==> src/sv/time_request_retry_scheduler_assert.svh <==
// ----------------------------------------------------------------------------
// Assertion macros for the time request retry scheduler
// Concurrent checks clocked on clk_i and disabled while rst_ni is low.
// ----------------------------------------------------------------------------
`ifndef TIME_REQUEST_RETRY_SCHEDULER_ASSERT_SVH
`define TIME_REQUEST_RETRY_SCHEDULER_ASSERT_SVH

`ifndef SYNTHESIS
// Implication that must hold at every clock edge outside reset.
`define TRRS_ASSERT(name, prop) \
  name: assert property (@(posedge clk_i) disable iff (!rst_ni) (prop)) \
    else $error("trrs assertion failed");
// Condition that must never be true outside reset.
`define TRRS_ASSERT_NEVER(name, cond) \
  name: assert property (@(posedge clk_i) disable iff (!rst_ni) !(cond)) \
    else $error("trrs forbidden condition seen");
`else
`define TRRS_ASSERT(name, prop)
`define TRRS_ASSERT_NEVER(name, cond)
`endif

`endif

==> src/sv/trrs_pkg.sv <==
// ----------------------------------------------------------------------------
// trrs_pkg
// Types, codes and constants shared by the time request retry scheduler.
// ----------------------------------------------------------------------------
package trrs_pkg;

  localparam int unsigned OpW      = 3;
  localparam int unsigned MsW      = 32;
  localparam int unsigned EpochW   = 63;
  localparam int unsigned AttW     = 4;
  localparam int unsigned RetryW   = 20;
  localparam int unsigned CfgIdxW  = 2;
  localparam int unsigned CfgDataW = 32;

  // Division by 1000 of a 32-bit value: (x * 274877907) >> 38 is exact.
  localparam int unsigned RecipW   = 29;
  localparam logic [RecipW-1:0] MS_RECIP = 29'd274877907;
  localparam int unsigned RecipShift = 38;
  localparam int unsigned ProdW    = MsW + RecipW;
  localparam int unsigned SecsW    = ProdW - RecipShift;

  localparam logic [AttW-1:0]   ATT_SAT   = 4'd15;
  localparam logic [EpochW-1:0] EPOCH_MAX = {EpochW{1'b1}};

  typedef enum logic [OpW-1:0] {
    OP_TICK         = 3'd0,
    OP_CONNECTED    = 3'd1,
    OP_DISCONNECTED = 3'd2,
    OP_TIME_RX      = 3'd3,
    OP_MANUAL       = 3'd4
  } op_e;

  localparam logic [CfgIdxW-1:0] CFG_RETRY_INTERVAL = 2'd0;
  localparam logic [CfgIdxW-1:0] CFG_MAX_ATTEMPTS   = 2'd1;
  localparam logic [CfgIdxW-1:0] CFG_RESYNC_PERIOD  = 2'd2;

  localparam logic [RetryW-1:0] RETRY_RESET  = 20'd7000;
  localparam logic [AttW-1:0]   MAX_ATT_RESET = 4'd5;
  localparam logic [MsW-1:0]    RESYNC_RESET = 32'd60000;

  typedef struct packed {
    logic [RetryW-1:0] retry_interval_ms;
    logic [AttW-1:0]   max_attempts;
    logic [MsW-1:0]    resync_period_ms;
  } cfg_t;

  typedef struct packed {
    logic [OpW-1:0]    opcode;
    logic [MsW-1:0]    now_ms;
    logic              link_ready;
    logic              can_send;
    logic [EpochW-1:0] host_epoch;
  } item_t;

  // Outcome of one event, before the epoch is advanced.
  typedef struct packed {
    logic              send_request;
    logic              have_time;
    logic              awaiting_reply;
    logic [AttW-1:0]   attempts;
    logic [EpochW-1:0] stored_epoch;
    logic [MsW-1:0]    elapsed_ms;
  } step_res_t;

endpackage

==> src/sv/trrs_sched.sv <==
// ----------------------------------------------------------------------------
// trrs_sched
// Scheduler state and the decision logic for one event.
// ----------------------------------------------------------------------------
module trrs_sched import trrs_pkg::*; (
  input  logic      clk_i,
  input  logic      rst_ni,
  input  cfg_t      cfg_i,
  input  item_t     item_i,
  input  logic      step_i,
  output step_res_t res_o
);

  typedef struct packed {
    logic            waiting;
    logic [MsW-1:0]  last_req;
    logic [AttW-1:0] att;
    logic            sent;
  } issue_t;

  logic [EpochW-1:0] epoch_q, epoch_d;
  logic              valid_q, valid_d;
  logic              wait_q, wait_d;
  logic [AttW-1:0]   att_q, att_d;
  logic [MsW-1:0]    lreq_q, lreq_d;
  logic [MsW-1:0]    lsync_q, lsync_d;

  logic [MsW-1:0]    retry_ext;
  logic [MsW-1:0]    cool_ms;
  logic [MsW-1:0]    since_sync;
  logic [MsW-1:0]    since_req;
  logic              c_resync, c_first, c_retry, c_cool;
  issue_t            iss_cur, iss_zero;

  function automatic issue_t issue(input logic [MsW-1:0] now, input logic can_send,
                                   input logic [AttW-1:0] att,
                                   input logic [MsW-1:0] retry);
    issue_t r;
    r.waiting  = 1'b1;
    r.sent     = can_send;
    r.last_req = can_send ? now : now - retry;
    r.att      = (can_send && (att != ATT_SAT)) ? att + AttW'(1) : att;
    return r;
  endfunction

  assign retry_ext  = MsW'(cfg_i.retry_interval_ms);
  // Four retry intervals fit in 22 bits, so no wrap here.
  assign cool_ms    = {retry_ext[MsW-3:0], 2'b00};
  assign since_sync = item_i.now_ms - lsync_q;
  assign since_req  = item_i.now_ms - lreq_q;

  assign c_resync = valid_q && !wait_q && (since_sync >= cfg_i.resync_period_ms);
  assign c_first  = !valid_q && !wait_q && (att_q == '0);
  assign c_retry  = wait_q && (att_q < cfg_i.max_attempts) && (since_req > retry_ext);
  // A retry in the same tick leaves the request age at zero or one interval,
  // which never passes the cool-down, so this check can use the old state.
  assign c_cool   = wait_q && (att_q >= cfg_i.max_attempts) && (since_req > cool_ms);

  assign iss_cur  = issue(item_i.now_ms, item_i.can_send, att_q, retry_ext);
  assign iss_zero = issue(item_i.now_ms, item_i.can_send, '0, retry_ext);

  always_comb begin
    logic sent;
    sent    = 1'b0;
    epoch_d = epoch_q;
    valid_d = valid_q;
    wait_d  = wait_q;
    att_d   = att_q;
    lreq_d  = lreq_q;
    lsync_d = lsync_q;
    case (item_i.opcode)
      OP_TICK: begin
        if (item_i.link_ready) begin
          if (c_resync || c_first || c_retry) begin
            sent   = iss_cur.sent;
            wait_d = iss_cur.waiting;
            att_d  = iss_cur.att;
            lreq_d = iss_cur.last_req;
          end else if (c_cool) begin
            att_d = '0;
          end
        end
      end
      OP_CONNECTED: begin
        sent   = iss_zero.sent;
        wait_d = iss_zero.waiting;
        att_d  = iss_zero.att;
        lreq_d = iss_zero.last_req;
      end
      OP_DISCONNECTED: begin
        wait_d = 1'b0;
        att_d  = '0;
      end
      OP_TIME_RX: begin
        if (item_i.host_epoch != '0) begin
          epoch_d = item_i.host_epoch;
          valid_d = 1'b1;
          lsync_d = item_i.now_ms;
          wait_d  = 1'b0;
          att_d   = '0;
        end
      end
      OP_MANUAL: begin
        sent   = iss_cur.sent;
        wait_d = iss_cur.waiting;
        att_d  = iss_cur.att;
        lreq_d = iss_cur.last_req;
      end
      default: begin
      end
    endcase
    res_o.send_request   = sent;
    res_o.have_time      = valid_d;
    res_o.awaiting_reply = wait_d;
    res_o.attempts       = att_d;
    res_o.stored_epoch   = epoch_d;
    res_o.elapsed_ms     = item_i.now_ms - lsync_d;
  end

  always_ff @(posedge clk_i or negedge rst_ni) begin
    if (!rst_ni) begin
      epoch_q <= '0;
      valid_q <= 1'b0;
      wait_q  <= 1'b0;
      att_q   <= '0;
      lreq_q  <= '0;
      lsync_q <= '0;
    end else if (step_i) begin
      epoch_q <= epoch_d;
      valid_q <= valid_d;
      wait_q  <= wait_d;
      att_q   <= att_d;
      lreq_q  <= lreq_d;
      lsync_q <= lsync_d;
    end
  end

endmodule

==> src/sv/time_request_retry_scheduler.sv <==
// ----------------------------------------------------------------------------
// time_request_retry_scheduler
// Holds a host epoch and decides when to send time requests to a link partner.
// ----------------------------------------------------------------------------
//
//   Channel   Direction  Contents
//   s_axis    in         one event: opcode in tuser, time and flags in tdata
//   m_axis    out        one result per event: request flag, status, epoch
//   cfg       in         register writes, taken on a rising edge with cfg_we_i high
//
// One event is taken per clock cycle. Each event transfer loads the input
// register; the event then passes the decision stage (scheduler state is
// updated here), the seconds stage (multiply by the reciprocal of 1000) and
// the output register (epoch add with saturation). Each stage loads whenever
// it is empty or its contents move on, so a stalled output only blocks input
// once all four stages are full. Reset clears the scheduler state, the stage
// valid flags and restores the register defaults.

module time_request_retry_scheduler import trrs_pkg::*; (
  input  logic                clk_i,
  input  logic                rst_ni,
  // Event stream.
  input  logic                s_axis_tvalid,
  output logic                s_axis_tready,
  // tdata from bit 0: now_ms[31:0], link_ready, can_send, host_epoch[62:0], zero pad
  input  logic [103:0]        s_axis_tdata,
  // tuser from bit 0: opcode[2:0]
  input  logic [OpW-1:0]      s_axis_tuser,
  // Result stream.
  output logic                m_axis_tvalid,
  input  logic                m_axis_tready,
  // tdata from bit 0: send_request, have_time, awaiting_reply, attempts[3:0],
  // current_epoch[62:0], zero pad
  output logic [71:0]         m_axis_tdata,
  // Configuration writes.
  input  logic                cfg_we_i,
  input  logic [CfgIdxW-1:0]  cfg_idx_i,
  input  logic [CfgDataW-1:0] cfg_data_i
);

  `include "time_request_retry_scheduler_assert.svh"

  // Configuration registers.
  cfg_t cfg_q;

  always_ff @(posedge clk_i or negedge rst_ni) begin
    if (!rst_ni) begin
      cfg_q.retry_interval_ms <= RETRY_RESET;
      cfg_q.max_attempts      <= MAX_ATT_RESET;
      cfg_q.resync_period_ms  <= RESYNC_RESET;
    end else if (cfg_we_i) begin
      unique case (cfg_idx_i)
        CFG_RETRY_INTERVAL: cfg_q.retry_interval_ms <= cfg_data_i[RetryW-1:0];
        CFG_MAX_ATTEMPTS:   cfg_q.max_attempts      <= cfg_data_i[AttW-1:0];
        CFG_RESYNC_PERIOD:  cfg_q.resync_period_ms  <= cfg_data_i[MsW-1:0];
        default: begin
        end
      endcase
    end
  end

  // Stage valid flags and the load enables that ripple back from the output.
  logic in_v_q, s1_v_q, s2_v_q, out_v_q;
  logic in_en, s1_en, s2_en, out_en;

  assign out_en = !out_v_q || m_axis_tready;
  assign s2_en  = !s2_v_q || out_en;
  assign s1_en  = !s1_v_q || s2_en;
  assign in_en  = !in_v_q || s1_en;

  assign s_axis_tready = in_en;
  assign m_axis_tvalid = out_v_q;

  always_ff @(posedge clk_i or negedge rst_ni) begin
    if (!rst_ni) begin
      in_v_q  <= 1'b0;
      s1_v_q  <= 1'b0;
      s2_v_q  <= 1'b0;
      out_v_q <= 1'b0;
    end else begin
      if (in_en)  in_v_q  <= s_axis_tvalid;
      if (s1_en)  s1_v_q  <= in_v_q;
      if (s2_en)  s2_v_q  <= s1_v_q;
      if (out_en) out_v_q <= s2_v_q;
    end
  end

  // Input register: unpack the event.
  item_t item_q;

  always_ff @(posedge clk_i) begin
    if (in_en && s_axis_tvalid) begin
      item_q.opcode     <= s_axis_tuser;
      item_q.now_ms     <= s_axis_tdata[31:0];
      item_q.link_ready <= s_axis_tdata[32];
      item_q.can_send   <= s_axis_tdata[33];
      item_q.host_epoch <= s_axis_tdata[96:34];
    end
  end

  // Decision stage. The scheduler state advances exactly when the event
  // leaves the input register, so the next event sees the updated state.
  step_res_t step_res;
  step_res_t s1_q;
  logic      step;

  assign step = in_v_q && s1_en;

  trrs_sched u_sched (
    .clk_i  (clk_i),
    .rst_ni (rst_ni),
    .cfg_i  (cfg_q),
    .item_i (item_q),
    .step_i (step),
    .res_o  (step_res)
  );

  always_ff @(posedge clk_i) begin
    if (step) begin
      s1_q <= step_res;
    end
  end

  // Seconds stage: elapsed milliseconds divided by 1000.
  logic [ProdW-1:0]  prod;
  logic              s2_sent_q, s2_have_q, s2_wait_q;
  logic [AttW-1:0]   s2_att_q;
  logic [EpochW-1:0] s2_epoch_q;
  logic [SecsW-1:0]  s2_secs_q;

  assign prod = ProdW'(s1_q.elapsed_ms) * ProdW'(MS_RECIP);

  always_ff @(posedge clk_i) begin
    if (s1_v_q && s2_en) begin
      s2_sent_q  <= s1_q.send_request;
      s2_have_q  <= s1_q.have_time;
      s2_wait_q  <= s1_q.awaiting_reply;
      s2_att_q   <= s1_q.attempts;
      s2_epoch_q <= s1_q.stored_epoch;
      s2_secs_q  <= prod[ProdW-1:RecipShift];
    end
  end

  // Output register: advance the epoch, saturating at the top of its range, or zero without a held epoch.
  logic [EpochW:0]   epoch_sum;
  logic [EpochW-1:0] epoch_cur;
  logic              out_sent_q, out_have_q, out_wait_q;
  logic [AttW-1:0]   out_att_q;
  logic [EpochW-1:0] out_epoch_q;

  assign epoch_sum = {1'b0, s2_epoch_q} + (EpochW + 1)'(s2_secs_q);
  assign epoch_cur = !s2_have_q   ? '0 :
                     epoch_sum[EpochW] ? EPOCH_MAX : epoch_sum[EpochW-1:0];

  always_ff @(posedge clk_i) begin
    if (s2_v_q && out_en) begin
      out_sent_q  <= s2_sent_q;
      out_have_q  <= s2_have_q;
      out_wait_q  <= s2_wait_q;
      out_att_q   <= s2_att_q;
      out_epoch_q <= epoch_cur;
    end
  end

  assign m_axis_tdata = {2'b00, out_epoch_q, out_att_q, out_wait_q, out_have_q, out_sent_q};

  // A sent request always leaves the block waiting with a nonzero count.
  `TRRS_ASSERT(a_sent_waits, (out_v_q && out_sent_q) |-> (out_wait_q && (out_att_q != '0)))
  // Without a held epoch the reported epoch is zero.
  `TRRS_ASSERT(a_no_time_zero, (out_v_q && !out_have_q) |-> (out_epoch_q == '0))
  // A full pipeline with a stalled output must not take another event.
  `TRRS_ASSERT_NEVER(a_full_accept,
      in_v_q && s1_v_q && s2_v_q && out_v_q && !m_axis_tready && s_axis_tready)

endmodule

==> config.mk <==
export PLATFORM = sky130hd
export DESIGN_NAME = time_request_retry_scheduler
export DESIGN_NICKNAME = d
export VERILOG_FILES = /design/src/sv/trrs_pkg.sv /design/src/sv/trrs_sched.sv /design/src/sv/time_request_retry_scheduler.sv
export VERILOG_INCLUDE_DIRS = /design/src /design/src/sv
export SDC_FILE = /design/constraint.sdc
export NUM_CORES = 2
export LEC_CHECK = 0
export BUFFER_PORTS_ARGS = -buffer_cell sky130_fd_sc_hd__buf_4
export CAP_MARGIN = 20
export CORE_UTILIZATION = 25
export CTS_BUF_LIST = sky130_fd_sc_hd__clkbuf_2 sky130_fd_sc_hd__clkbuf_4 sky130_fd_sc_hd__clkbuf_8
export DETAILED_ROUTE_END_ITERATION = 7
export SKIP_CTS_REPAIR_TIMING = 1
export SLEW_MARGIN = 5
export SYNTH_ARGS = -nofsm -noshare
export SYNTH_HDL_FRONTEND = slang
export SYNTH_HIERARCHICAL = 1
export SYNTH_SLANG_ARGS = --single-unit
==> constraint.sdc <==
create_clock -name clk_i -period 9 [get_ports clk_i]
set_clock_uncertainty 0.1 [all_clocks]
set_input_delay 0.45 -clock clk_i [delete_from_list [all_inputs] [get_ports clk_i]]
set_output_delay 0.45 -clock clk_i [all_outputs]
set_load 0.005 [all_outputs]
==> results.yml <==
die:
  die_w_um: 425.9
  core_area_um2: 178400
  row_count: 155
  dieArea_um2: 181400
  start_util: 0.2518
  io_pins: 220
  die_h_um: 425.9
timing:
  drv_slew: 0
  timing_hold_violations_final: 0
  tns_ps: 0
  setup_viol: 0
  max_freq_mhz: 125.1
  period_minus_slack_ps: 7996
  max_slew_margin: 0.2844
  period_share: 0.8885
  grt_setup_unrepaired: "false"
  worstMarginPinSlew_ps: 1071
logic_synthesis:
  syn_inst: 4147
  yosysWarnings: 6
  synth_area_leaders: "edfxtp_1 24%, ha_1 17%, fa_1 14%, dfrtp_1 9.9%, inv_1 5.9%"
  netlist_area_um2: 44930
  synth_area_per_cell_um2: 10.83
  seq_area_frac_synth: 0.3519
  synth_seq_cells: 558
  yosys.area.top_type: "edfxtp_1"
  synthFlopType: "edfxtp_1"
  synth_top_area_frac: 0.2440
  yosysUniqueCellTypes: 105
  synthArstFlopShare: 0.3459
  synth_edf_count: 365
final_layout:
  seqCellArea_um2: 15810
  area_growth_pct: 17.57
  layout.nets: 5582
  drive_above_1_share: 0.1440
  nFillCells: 18310
  multi_input_area_um2: 26140
route:
  wirelength_mm: 124.2
  top_layer: "met4"
  vias: 31780
  wl_met1_mm: 54.09
  drc: 0
  route.met2.wl_mm: 61.54
  drtAntennaViolNets: 0
  wl_per_cell_um: 17.81
  dr_wl_met3_mm: 4.330
  vias_per_cell: 4.559
  drtIter0Drc: 1756
  firstDrtPassIters: 6
clock_tree:
  clock_path_buffers: 3
  cts_htree_levels: 3
  clockRootBuffer: "clkbuf_8"
  clk_latency_ps: 810
  tritoncts: "built"
  clkSlewWorstSetupHoldPaths_ps: 60
  cts_inserted_buffers: 94
  cts.sinks: 558
global_routing:
  antenna_found_initial: 4
  grt_overflow: 0
  grt_max_degree: 77
  grt_pass1_vias: 32090
  track_usage: 0.1343
  grt_pass1_wl_mm: 188.0
worst_setup_path:
  r2r_start: "s1_q[8]"
  critPathLaunchType: "flip-flop"
  crit_fanout: 11
  crit_start: "s1_q[8]"
  cp.required_ps: 9450
  critical_path_class: "reg -> reg"
  arrival_ps: 8440
  endpoint_kind: "flip-flop"
placement:
  gp_congestion: 0.9153
  dp.final_hpwl_mm: 98.55
  portBuffers: 210
min_path:
  hold_start: "cfg_we_i"
  min_path_type: "in -> reg"
flow_run:
  cap_violations: 0
outcome:
  outcome: "finished, final reports clean"
==> cells in the mapped netlist (30+ instances only) <==
cell      count
inv_1       701
ha_1        602
edfxtp_1    365
fa_1        303
a21oi_1     251
nand2_1     201
mux2_2      185
dfrtp_1     177
o21ai_0     163
nor2_1      145
xnor2_1     102
a21o_1       78
clkbuf_1     62
xor2_1       61
nor3_1       60
nand3_1      58
nand4_1      54
and3_1       38
a31oi_1      34
mux2i_1      34
nor2b_1      33
o21ai_1      33
o21a_1       31
nand2b_1     30
==> layer usage <==
layer,GRT usage,up-vias
met2,0.2333,695
met1,0.1702,15670
met3,0.01720,165
li1,-,15250
met5,0,-
met4,0.04612,0
==> kinds of logic (layout without fill, tap and decap cells) <==
group,after synthesis,after routing,share of synthesized area
flip-flops,558,558,0.3519
AO/OA/AOI/OAI,781,781,0.1112
multiplexers,219,219,0.05394
buffers and inverters,790,1253,0.06717
XOR/XNOR,163,163,0.03178
adder cells (fa/ha/maj),905,905,0.3027
AND/OR/NAND/NOR,730,730,0.08129
other,1,7,0.00008347
==> per-stage QoR <==
step / hold WS (ps) / utilization / setup WS, ps / std cells / cell area [um2]
detailed placement: 304.5 / 0.2765 / 1076 / 6654 / 49330
floorplan: 54.41 / - / 1975 / 4148 / 44930
finish: 138.1 / 0.2961 / 1004 / 6971 / 52820
global route: 138.3 / 0.2960 / 764.1 / 6969 / 52820
CTS: -410.6 / 0.2883 / 1108 / 6830 / 51450
global placement: 300.5 / 0.2765 / 1088 / 6654 / 49330
==> sequential cells by signal, summed over array words and instances, names as in the netlist <==
signal / flops
s2_secs_q: 23
s1_v_q: 1
out_have_q: 1
s2_epoch_q: 63
u_sched/lreq_q: 32
in_v_q: 1
u_sched/lsync_q: 32
cfg_q: 56
out_wait_q: 1
item_q: 100
s2_have_q: 1
out_epoch_q: 63
u_sched/valid_q: 1
s1_q: 102
s2_wait_q: 1
s2_att_q: 4
out_sent_q: 1
u_sched/epoch_q: 63
out_att_q: 4
s2_v_q: 1
s2_sent_q: 1
u_sched/att_q: 4
u_sched/wait_q: 1
m_axis_tvalid: 1
==> cells in the final DEF, fill, tap and decap left out, types with 8 or more instances in the layout <==
cell type and n:
dfrtp_1 177, nand2b_1 30, nand3_1 58, nor2_1 145, or3_1 16, ha_1 602
dlygate4sd3_1 135, o21bai_1 22, edfxtp_1 365, clkbuf_8 105, o211ai_1 19, a311oi_1 8
nor4_1 27, o21ai_0 163, o21a_1 31, clkinv_2 9, and3_1 38, a31oi_1 34
clkinv_1 8, o21ai_1 33, xnor2_1 102, fa_1 303, xor2_1 61, o31ai_1 8
nor3_1 60, mux2_2 185, clkbuf_4 41, a21o_1 78, mux2i_1 34, inv_1 701
nor2b_1 32, a211oi_1 23, a21oi_1 251, buf_4 238, dfstp_2 16, and2_1 17
nand2_1 201, nand4_1 54
==> area by class of cell <==
| cell class | instances | area share |
|---|---|---|
| Clock inverter | 31 | 0.007082 |
| Antenna cell | 5 | 0.0002369 |
| Inverter | 702 | 0.04989 |
| Timing Repair Buffer | 375 | 0.05990 |
| Sequential cell | 558 | 0.2993 |
| Clock buffer | 145 | 0.03293 |
| Tap cell | 2355 | 0.05578 |
| Multi-Input combinational cell | 2800 | 0.4949 |
==> critical path, stage by stage, from the launching register on <==
cell	delay, ps
edfxtp_1	860
ha_1	400
fa_1	470
fa_1	540
inv_1	50
fa_1	500
inv_1	50
fa_1	500
inv_1	50
fa_1	470
inv_1	50
fa_1	530
inv_1	50
fa_1	520
inv_1	50
ha_1	350
nand4_1	170
nor3_1	310
o21ai_0	190
o211ai_1	410
nand3_1	180
nand2_1	290
a21oi_2	150
o21ai_0	160
or3b_1	350
==> path summary, 6_finish.rpt <==
| check | slack (ps) | cells past startpoint | end |
|---|---|---|---|
| max reg2reg | 1000 | 24 | s2_secs_q[16] |
| min | 140 | 3 | cfg_q[35] |
| max | 1000 | 24 | s2_secs_q[16] |
| min reg2reg | 290 | 0 | s2_epoch_q[53] |
| max in group asynchronous | 7140 | 3 | u_sched/lsync_q[1] |
| min in group asynchronous | 180 | 2 | in_v_q |
Power is not shown: default switching activity piles up to over one toggle a cycle in this logic, so the estimate is an artifact.
